<file path="src/sv/kskr_pkg.sv">
// Shared constants and controller/datapath types for the keyboard key-map reporter.
`default_nettype none

package kskr_pkg;

   // Field widths
   localparam int BYTE_W  = 8;
   localparam int GAP_W   = 16;
   localparam int CSUM_W  = 16;
   localparam int BITS_W  = 3;

   // Default number of key-map bytes (128 keys)
   localparam int MAP_BYTES_DEF = 16;

   // Register reset value and special codes
   localparam logic [GAP_W-1:0]  GAP_TIMEOUT_RST = 16'd100;
   localparam logic [BYTE_W-1:0] NEWLINE_CODE    = 8'h0A;
   localparam logic [BYTE_W-1:0] IGNORED_CODE    = 8'hFF;

   // Request opcodes
   localparam logic OP_EDGE   = 1'b0;
   localparam logic OP_REPORT = 1'b1;

   // Commands from the controller to the datapath
   typedef struct packed {
      logic accept;        // request transaction taken this cycle
      logic begin_frame;   // rewind frame counter and checksum
      logic emit;          // load the next frame byte into the output register
   } kskr_cmd_type;

   // Status from the datapath to the controller
   typedef struct packed {
      logic frame_req;     // current request produces a frame
      logic out_free;      // output register can take a byte this cycle
      logic frame_end;     // next byte to load is the closing newline
   } kskr_sts_type;

endpackage

`default_nettype wire

</file>
<file path="src/sv/kskr_req_if.sv">
// Request channel interface: keyboard edges and report requests.
`default_nettype none

interface kskr_req_if import kskr_pkg::*; ();
   logic             valid;
   logic             ready;
   logic             opcode;
   logic             data_bit;
   logic [GAP_W-1:0] gap_us;

   modport source (output valid, opcode, data_bit, gap_us, input ready);
   modport sink   (input valid, opcode, data_bit, gap_us, output ready);
endinterface

`default_nettype wire

</file>
<file path="src/sv/kskr_rsp_if.sv">
// Response channel interface: report frame bytes.
`default_nettype none

interface kskr_rsp_if import kskr_pkg::*; ();
   logic              valid;
   logic              ready;
   logic [BYTE_W-1:0] out_byte;
   logic              last_byte;

   modport source (output valid, out_byte, last_byte, input ready);
   modport sink   (input valid, out_byte, last_byte, output ready);
endinterface

`default_nettype wire

</file>
<file path="src/sv/keyboard_serial_keymap_reporter.sv">
// Top level of the keyboard serial key-map reporter.
`default_nettype none

// Receives a keyboard's serial scan codes one bit per edge request transaction,
// keeps a 128-key down map and sends a 37-byte report frame (two nibble
// bytes per map byte, four checksum nibble bytes, newline) after each
// completed code other than 0xFF and after each report request. A request
// that produces neither leaves the block ready; one that produces a frame
// holds off further requests while the frame byte counter feeds the frame
// bytes into the output register; stalls on the response side stretch
// this. The next request is taken while the closing byte still waits in
// the output register. The gap timeout register is written through csr_wr_en.

module keyboard_serial_keymap_reporter import kskr_pkg::*; #(
   parameter int MAP_BYTES = MAP_BYTES_DEF
) (
   input  logic             clock,
   input  logic             reset,
   input  logic             csr_wr_en,
   input  logic [GAP_W-1:0] csr_wr_data,
   kskr_req_if.sink         req_chan,
   kskr_rsp_if.source       rsp_chan
);

   kskr_cmd_type cmd;
   kskr_sts_type sts;

   // Controller
   kskr_ctrl u_ctrl (
      .clock     (clock),
      .reset     (reset),
      .req_valid (req_chan.valid),
      .req_ready (req_chan.ready),
      .sts       (sts),
      .cmd       (cmd)
   );

   // Datapath
   kskr_dp #(
      .MAP_BYTES (MAP_BYTES)
   ) u_dp (
      .clock         (clock),
      .reset         (reset),
      .csr_wr_en     (csr_wr_en),
      .csr_wr_data   (csr_wr_data),
      .req_opcode    (req_chan.opcode),
      .req_data_bit  (req_chan.data_bit),
      .req_gap_us    (req_chan.gap_us),
      .rsp_ready     (rsp_chan.ready),
      .cmd           (cmd),
      .sts           (sts),
      .rsp_valid     (rsp_chan.valid),
      .rsp_out_byte  (rsp_chan.out_byte),
      .rsp_last_byte (rsp_chan.last_byte)
   );

   // A report request always starts a frame, so the block is busy next cycle
   a_report_busy: assert property (@(posedge clock) disable iff (reset)
      (req_chan.valid && req_chan.ready && req_chan.opcode == OP_REPORT)
      |=> !req_chan.ready)
      else $error("report request did not start a frame");

   // The closing byte of a frame is the newline
   a_last_newline: assert property (@(posedge clock) disable iff (reset)
      (rsp_chan.valid && rsp_chan.last_byte) |-> (rsp_chan.out_byte == NEWLINE_CODE))
      else $error("frame closed with a byte other than newline");

   // Two closing bytes never follow each other
   a_no_double_last: assert property (@(posedge clock) disable iff (reset)
      (rsp_chan.valid && rsp_chan.ready && rsp_chan.last_byte)
      |=> !(rsp_chan.valid && rsp_chan.last_byte))
      else $error("closing byte repeated");

endmodule

`default_nettype wire

</file>
<file path="src/sv/kskr_ctrl.sv">
// Controller: accepts requests and sequences frame emission.
`default_nettype none

module kskr_ctrl import kskr_pkg::*; (
   input  logic         clock,
   input  logic         reset,
   input  logic         req_valid,
   output logic         req_ready,
   input  kskr_sts_type sts,
   output kskr_cmd_type cmd
);

   typedef enum logic {
      ST_IDLE,
      ST_EMIT
   } state_type;

   state_type state_ff;
   logic      accept;

   assign req_ready = (state_ff == ST_IDLE);
   assign accept    = req_valid && req_ready;

   // Command decode
   always_comb begin
      cmd.accept      = accept;
      cmd.begin_frame = accept && sts.frame_req;
      cmd.emit        = (state_ff == ST_EMIT) && sts.out_free;
   end

   // State register
   always_ff @(posedge clock) begin
      if (reset) begin
         state_ff <= ST_IDLE;
      end else begin
         unique case (state_ff)
            ST_IDLE: begin
               if (accept && sts.frame_req) state_ff <= ST_EMIT;
            end
            ST_EMIT: begin
               if (sts.out_free && sts.frame_end) state_ff <= ST_IDLE;
            end
            default: state_ff <= ST_IDLE;
         endcase
      end
   end

endmodule

`default_nettype wire

</file>
<file path="src/sv/kskr_dp.sv">
// Datapath: bit assembly, key map, frame byte generation and output register.
`default_nettype none

module kskr_dp import kskr_pkg::*; #(
   parameter int MAP_BYTES = MAP_BYTES_DEF
) (
   input  logic              clock,
   input  logic              reset,
   input  logic              csr_wr_en,
   input  logic [GAP_W-1:0]  csr_wr_data,
   input  logic              req_opcode,
   input  logic              req_data_bit,
   input  logic [GAP_W-1:0]  req_gap_us,
   input  logic              rsp_ready,
   input  kskr_cmd_type      cmd,
   output kskr_sts_type      sts,
   output logic              rsp_valid,
   output logic [BYTE_W-1:0] rsp_out_byte,
   output logic              rsp_last_byte
);

   localparam int MAP_IDX_W = $clog2(MAP_BYTES);
   localparam int MAP_SPAN  = 2 * MAP_BYTES;
   localparam int FRAME_LEN = MAP_SPAN + 5;
   localparam int CNT_W     = $clog2(FRAME_LEN);

   // Positions in the frame tail
   localparam logic [2:0] TAIL_SUM0 = 3'd0;
   localparam logic [2:0] TAIL_SUM1 = 3'd1;
   localparam logic [2:0] TAIL_SUM2 = 3'd2;
   localparam logic [2:0] TAIL_SUM3 = 3'd3;
   localparam logic [2:0] TAIL_NL   = 3'd4;

   logic [GAP_W-1:0]  timeout_ff;
   logic [BITS_W-1:0] bit_count_ff;
   logic [BYTE_W-1:0] shift_ff;
   logic [BYTE_W-1:0] map_ff [MAP_BYTES];
   logic [CNT_W-1:0]  cnt_ff;
   logic [CSUM_W-1:0] sum_ff;
   logic              valid_ff;
   logic [BYTE_W-1:0] out_ff;
   logic              last_ff;

   logic [BITS_W-1:0]    base_cnt;
   logic [BYTE_W-1:0]    base_byte;
   logic [BYTE_W-1:0]    shifted;
   logic [BYTE_W-1:0]    code;
   logic                 byte_done;
   logic                 code_ok;
   logic                 take_edge;
   logic [MAP_IDX_W-1:0] key_sel;
   logic [2:0]           key_bit;

   logic                 in_map;
   logic [BYTE_W-1:0]    map_byte;
   logic [CNT_W-1:0]     tail_off;
   logic [2:0]           tail_pos;
   logic [BYTE_W-1:0]    byte_in;

   // Bit assembly: a long gap drops any partial byte
   always_comb begin
      if (req_gap_us > timeout_ff) begin
         base_cnt  = '0;
         base_byte = '0;
      end else begin
         base_cnt  = bit_count_ff;
         base_byte = shift_ff;
      end
      byte_done = (base_cnt == 3'd7);
      if (byte_done) shifted = base_byte | {req_data_bit, 7'b0};
      else           shifted = base_byte | (BYTE_W'(req_data_bit) << (3'd6 - base_cnt));
      code    = ~shifted;
      code_ok = byte_done && (code != IGNORED_CODE);
   end

   assign take_edge = cmd.accept && (req_opcode == OP_EDGE);
   assign key_sel   = MAP_IDX_W'(code[6:3]);
   assign key_bit   = code[2:0];

   // Frame byte selection
   assign in_map   = (cnt_ff < CNT_W'(MAP_SPAN));
   assign map_byte = map_ff[cnt_ff[MAP_IDX_W:1]];
   assign tail_off = cnt_ff - CNT_W'(MAP_SPAN);
   assign tail_pos = tail_off[2:0];

   always_comb begin
      if (in_map) begin
         if (cnt_ff[0]) byte_in = {map_byte[7:4], 4'h0};
         else           byte_in = {map_byte[3:0], 4'h0};
      end else begin
         case (tail_pos)
            TAIL_SUM0: byte_in = {sum_ff[3:0], 4'h0};
            TAIL_SUM1: byte_in = {sum_ff[7:4], 4'h0};
            TAIL_SUM2: byte_in = {sum_ff[11:8], 4'h0};
            TAIL_SUM3: byte_in = {sum_ff[15:12], 4'h0};
            default:   byte_in = NEWLINE_CODE;
         endcase
      end
   end

   // Status to the controller
   always_comb begin
      sts.frame_req = (req_opcode == OP_REPORT) || code_ok;
      sts.out_free  = !valid_ff || rsp_ready;
      sts.frame_end = (cnt_ff == CNT_W'(FRAME_LEN - 1));
   end

   // Register, bit assembly and key map
   always_ff @(posedge clock) begin
      if (reset) begin
         timeout_ff   <= GAP_TIMEOUT_RST;
         bit_count_ff <= '0;
         shift_ff     <= '0;
         for (int i = 0; i < MAP_BYTES; i++) map_ff[i] <= '0;
      end else begin
         if (csr_wr_en) timeout_ff <= csr_wr_data;
         if (take_edge) begin
            if (byte_done) begin
               bit_count_ff <= '0;
               shift_ff     <= '0;
               if (code_ok) map_ff[key_sel][key_bit] <= !code[7];
            end else begin
               bit_count_ff <= base_cnt + 3'd1;
               shift_ff     <= shifted;
            end
         end
      end
   end

   // Frame counter and running checksum
   always_ff @(posedge clock) begin
      if (reset) begin
         cnt_ff <= '0;
         sum_ff <= '0;
      end else if (cmd.begin_frame) begin
         cnt_ff <= '0;
         sum_ff <= '0;
      end else if (cmd.emit) begin
         cnt_ff <= cnt_ff + CNT_W'(1);
         if (in_map && cnt_ff[0]) sum_ff <= sum_ff + CSUM_W'(map_byte);
      end
   end

   // Output register
   always_ff @(posedge clock) begin
      if (reset) begin
         valid_ff <= 1'b0;
      end else if (cmd.emit) begin
         valid_ff <= 1'b1;
      end else if (rsp_ready) begin
         valid_ff <= 1'b0;
      end
   end

   always_ff @(posedge clock) begin
      if (cmd.emit) begin
         out_ff  <= byte_in;
         last_ff <= !in_map && (tail_pos == TAIL_NL);
      end
   end

   assign rsp_valid     = valid_ff;
   assign rsp_out_byte  = out_ff;
   assign rsp_last_byte = last_ff;

endmodule

`default_nettype wire
</file>
<file path="src/flat_wrapper.sv">
// flat-port wrapper written by rule: the top's interface ports become plain ports
module keyboard_serial_keymap_reporter_flat import kskr_pkg::*;
#(
   parameter int MAP_BYTES = MAP_BYTES_DEF
)
  (clock, reset, csr_wr_en, csr_wr_data, req_chan_valid, req_chan_opcode, req_chan_data_bit, req_chan_gap_us, req_chan_ready, rsp_chan_valid, rsp_chan_out_byte, rsp_chan_last_byte, rsp_chan_ready);
  kskr_req_if req_chan_i ();
  kskr_rsp_if rsp_chan_i ();
  input  logic clock;
  input  logic reset;
  input  logic csr_wr_en;
  input  logic [GAP_W-1:0] csr_wr_data;
  input wire logic [$bits(req_chan_i.valid)-1:0] req_chan_valid;
  input wire logic [$bits(req_chan_i.opcode)-1:0] req_chan_opcode;
  input wire logic [$bits(req_chan_i.data_bit)-1:0] req_chan_data_bit;
  input wire logic [$bits(req_chan_i.gap_us)-1:0] req_chan_gap_us;
  output wire logic [$bits(req_chan_i.ready)-1:0] req_chan_ready;
  output wire logic [$bits(rsp_chan_i.valid)-1:0] rsp_chan_valid;
  output wire logic [$bits(rsp_chan_i.out_byte)-1:0] rsp_chan_out_byte;
  output wire logic [$bits(rsp_chan_i.last_byte)-1:0] rsp_chan_last_byte;
  input wire logic [$bits(rsp_chan_i.ready)-1:0] rsp_chan_ready;
  assign req_chan_i.valid = req_chan_valid;
  assign req_chan_i.opcode = req_chan_opcode;
  assign req_chan_i.data_bit = req_chan_data_bit;
  assign req_chan_i.gap_us = req_chan_gap_us;
  assign req_chan_ready = req_chan_i.ready;
  assign rsp_chan_valid = rsp_chan_i.valid;
  assign rsp_chan_out_byte = rsp_chan_i.out_byte;
  assign rsp_chan_last_byte = rsp_chan_i.last_byte;
  assign rsp_chan_i.ready = rsp_chan_ready;
  keyboard_serial_keymap_reporter #(.MAP_BYTES(MAP_BYTES)) u_core (.clock(clock), .reset(reset), .csr_wr_en(csr_wr_en), .csr_wr_data(csr_wr_data), .req_chan(req_chan_i), .rsp_chan(rsp_chan_i));
endmodule
</file>
<file path="config.mk">
export PLATFORM = sky130hd
export DESIGN_NAME = keyboard_serial_keymap_reporter_flat
export DESIGN_NICKNAME = d
export VERILOG_FILES = /design/src/sv/kskr_pkg.sv /design/src/sv/kskr_req_if.sv /design/src/sv/kskr_rsp_if.sv /design/src/sv/keyboard_serial_keymap_reporter.sv /design/src/sv/kskr_ctrl.sv /design/src/sv/kskr_dp.sv /design/src/flat_wrapper.sv
export SDC_FILE = /design/constraint.sdc
export NUM_CORES = 1
export LEC_CHECK = 0
export BUFFER_PORTS_ARGS = -buffer_cell sky130_fd_sc_hd__buf_4
export CAP_MARGIN = 15
export CORE_MARGIN = 2
export CORE_UTILIZATION = 50
export DETAILED_ROUTE_END_ITERATION = 7
export PLACE_DENSITY = 0.7
export SLEW_MARGIN = 25
export SYNTH_ARGS = -nofsm -noshare
export SYNTH_HDL_FRONTEND = slang
export SYNTH_SLANG_ARGS = --single-unit
</file>
<file path="constraint.sdc">
create_clock -name clock -period 5 [get_ports clock]
set_input_delay 0.75 -clock clock [delete_from_list [all_inputs] [get_ports clock]]
set_output_delay 0.75 -clock clock [all_outputs]
set_load 0.02 [all_outputs]
</file>
==> flow_summary.json <==
{
  "status": "complete, no violations",
  "worstRegToRegCells": 16,
  "finalNetCount": 1102,
  "rows": 52,
  "drive_gt1_frac": 0.1743,
  "final.setup.tns_ns": 0,
  "ys_ff_latch": 189,
  "final_antenna_net_count": 0,
  "p_leak_nw": 3.958,
  "cts.sinks": 189,
  "core_um2": 20040,
  "grt.overflow.total": 0,
  "mostFrequentLayoutCell": "nor2_1",
  "cp_max_fo": 16,
  "worst-path-buf-inv": 1,
  "end_kind": "flip-flop",
  "drc_errors": 0,
  "numCtsBuffers": 17,
  "postCtsSetupBuffers": 0,
  "design_area_um2": 11520,
  "place_hpwl_um": 16160,
  "antenna_found_initial": 0,
  "hold_path_end": "u_core.u_dp.bit_count_ff[2]",
  "ys_seq_area_frac": 0.5062,
  "wirelength_um": 24690,
  "cts_max_path_buffers": 2,
  "grt_pass1_vias": 7495,
  "crit_slowest_cell": "or4_1",
  "start_kind": "input pin",
  "async_reset_ff_frac": 0,
  "worst_r2r_startpoint": "u_core.u_dp.timeout_ff[11]",
  "ios": 50,
  "ir_drop_mv": 0.2158,
  "gr-usage-all-layers": 0.2338,
  "start_util": 0.5052,
  "die_x_um": 146.3,
  "routed_via_density": 5.971,
  "worstHoldStart": "u_core.u_dp.bit_count_ff[2]",
  "cpMostUsedCell": "ha_1",
  "cts.clk_slew.worst_paths_ns": 0.07,
  "grt_max_degree": 131,
  "wl_per_cell_um": 18.79,
  "clk_latency_ns": 0.43,
  "min_path_type": "reg -> reg",
  "rsz0062_at_grt": "false",
  "arrival_ns": 4.65,
  "placed_cell_area_um2": 10900,
  "drt_iter0_drc": 845,
  "powerDensity_nw_per_um2": 307.7,
  "min_path_cells": 2,
  "skew_ns": 0.009880,
  "worst_pin_slew_ns": 0.9209,
  "n_antenna_cell": 0,
  "finalMaxSlewViolations": 0,
  "finalSetupViolCount": 0,
  "max_freq_ghz": 0.2207,
  "path_cells": "buf_4 > ha_1 > nand4_1 > a2111oi_4 > nor3_1 > or2_1 > and2_1 > ha_1 > ha_1 > nor2b_1 > nand2_1 > or4_1 > o41ai_1 > a21o_1 > nand2_1 > o21ai_0",
  "portBuffers": 47,
  "num-fill-cells": 1768,
  "power_mw": 3.545,
  "syn_area_per_cell_um2": 10.17,
  "hold_viol_final": 0,
  "required_ns": 5.12,
  "cts_tree": "yes",
  "ctsRootBufferMaster": "clkbuf_16",
  "postSynthCellCount": 996,
  "critPathMaxStageDelay_ns": 0.41,
  "yosys_warnings": 0,
  "fin_crit_sh": 0.9064,
  "crit_type": "in -> reg",
  "grt_pass1_wl_um": 39050,
  "regToRegEndpoint": "u_core.u_dp.map_ff[11][1]",
  "relSlewSlack": 0.3838,
  "synth_flop_cell": "edfxtp_1",
  "dieArea_um2": 21400,
  "period_minus_slack_ns": 4.532,
  "drv_cap": 0,
  "synth_edf_count": 134,
  "path_delay_family": "simple AND/OR/NAND/NOR gates",
  "dr_total_vias": 7846,
  "cts_hold_buffers": 0,
  "area_growth_pct": 13.80,
  "r2r_slack_ns": 0.51,
  "die_h_um": 146.3,
  "htreeDepth": 4,
  "dr.pass1.iters": 5,
  "syn_area_um2": 10120,
  "routabilityCongestion": 0.9183,
  "ctsResizeCount": 0,
  "ys_types": 64,
  "final_cell_mix": "193 x nor2_1, 148 x o21ai_0, 134 x edfxtp_1"
}
==> cell usage after synthesis (5+ instances only) <==
cell	count	share of area
o21ai_0	148	0.073
a21oi_1	46	0.023
dfxtp_1	55	0.11
edfxtp_1	134	0.40
nor3_1	12	0.0059
nor4_1	6	0.0037
and2_1	5	0.0031
a31oi_1	5	0.0031
xnor2_1	9	0.0078
buf_2	10	0.0049
inv_1	34	0.013
nor2b_1	6	0.0037
nor2_1	193	0.072
nand3_1	16	0.0079
nand2_1	59	0.022
mux4_2	40	0.089
mux2i_1	20	0.020
clkbuf_1	67	0.025
a21o_1	6	0.0044
nand4_1	15	0.0093
or3_1	5	0.0031
ha_1	31	0.038
o211ai_1	9	0.0067
==> layout make-up <==
| cell class | count | area, um2 | area share |
|---|---|---|---|
| repair buffers | 99 | 784.5 | 0.06809 |
| inverters | 36 | 135.1 | 0.01173 |
| well taps | 270 | 337.8 | 0.02932 |
| clock inverters | 10 | 91.34 | 0.007927 |
| clock buffers | 22 | 529.3 | 0.04593 |
| flip-flops and latches | 189 | 5126 | 0.4449 |
| multi-input cells | 688 | 4518 | 0.3921 |
==> flip-flops by register name (all words and copies together), names as in the netlist, named ones only <==
| register | cells |
|---|---|
| u_core.u_dp.sum_ff | 16 |
| u_core.u_dp.timeout_ff | 16 |
| u_core.u_dp.shift_ff | 8 |
| u_core.u_dp.bit_count_ff | 3 |
| u_core.u_dp.rsp_valid | 1 |
| u_core.u_dp.cnt_ff | 6 |
| u_core.u_ctrl.state_ff | 1 |
| u_core.u_dp.map_ff | 128 |
| u_core.u_dp.rsp_last_byte | 1 |
| u_core.u_dp.rsp_out_byte | 5 |
==> where the power goes <==
group          internal [mW]  switching, mW  leakage (nW)
sequential              1.74         0.0389          1.75
combinational          0.150          0.198          1.90
clock                  0.810          0.607         0.310
==> worst max-delay path by stage <==
stage,from,to,slack [ns],cells after the start
after floorplan,req_chan_gap_us[15],u_core.u_dp.map_ff[9][0],0.15,19
after global placement,req_chan_gap_us[15],u_core.u_dp.map_ff[6][3],0.18,16
after detailed placement,req_chan_gap_us[11],u_core.u_dp.map_ff[8][1],0.07,16
after CTS,req_chan_gap_us[1],u_core.u_dp.map_ff[8][1],0.52,17
after global routing,u_core.u_dp.timeout_ff[15],u_core.u_dp.map_ff[5][3],0.18,16
final,req_chan_gap_us[11],u_core.u_dp.map_ff[11][1],0.47,16
==> worst register-to-register path, delay by kind of cell (launching register included) <==
kind            cells  cell delay [ns]
flops               1             0.33
fa+ha+maj           3             0.81
compound gates      4             1.00
buf+inv             1             0.05
simple gates        8             1.99
==> through the flow <==
stage / hold WS, ns / worst slack, ns / util / std cells
finish: 0.4559 / 0.4681 / 0.5750 / 1314
global placement: 0.4442 / 0.1766 / 0.5438 / 1282
global route: 0.4995 / 0.1768 / 0.5750 / 1314
floorplan: 0.4317 / 0.1472 / - / 997
detailed placement: 0.4465 / 0.06601 / 0.5438 / 1282
CTS: 0.4571 / 0.5154 / 0.5748 / 1314
==> metal layers <==
| layer | up-vias | GRT usage | part of all wire |
|---|---|---|---|
| li1 | 3683 | - | - |
| met1 | 3799 | 0.2986 | 0.41 |
| met2 | 310 | 0.3955 | 0.50 |
| met3 | 54 | 0.04750 | 0.062 |
| met4 | 0 | 0.08883 | 0.030 |
| met5 | - | 0 | 0 |
==> cell families (layout without fill, tap and decap cells) <==
logic type | Yosys count | after routing | synth area share
simple gates | 337 | 337 | 0.1458
compound gates | 243 | 243 | 0.1380
flops | 189 | 189 | 0.5062
buf+inv | 120 | 167 | 0.04795
mux | 62 | 62 | 0.1110
fa+ha+maj | 32 | 32 | 0.04029
xor+xnor | 12 | 12 | 0.01038
other cells | 1 | 2 | 0.0003704
No activity file was read; power rests on OpenSTA's default activity.
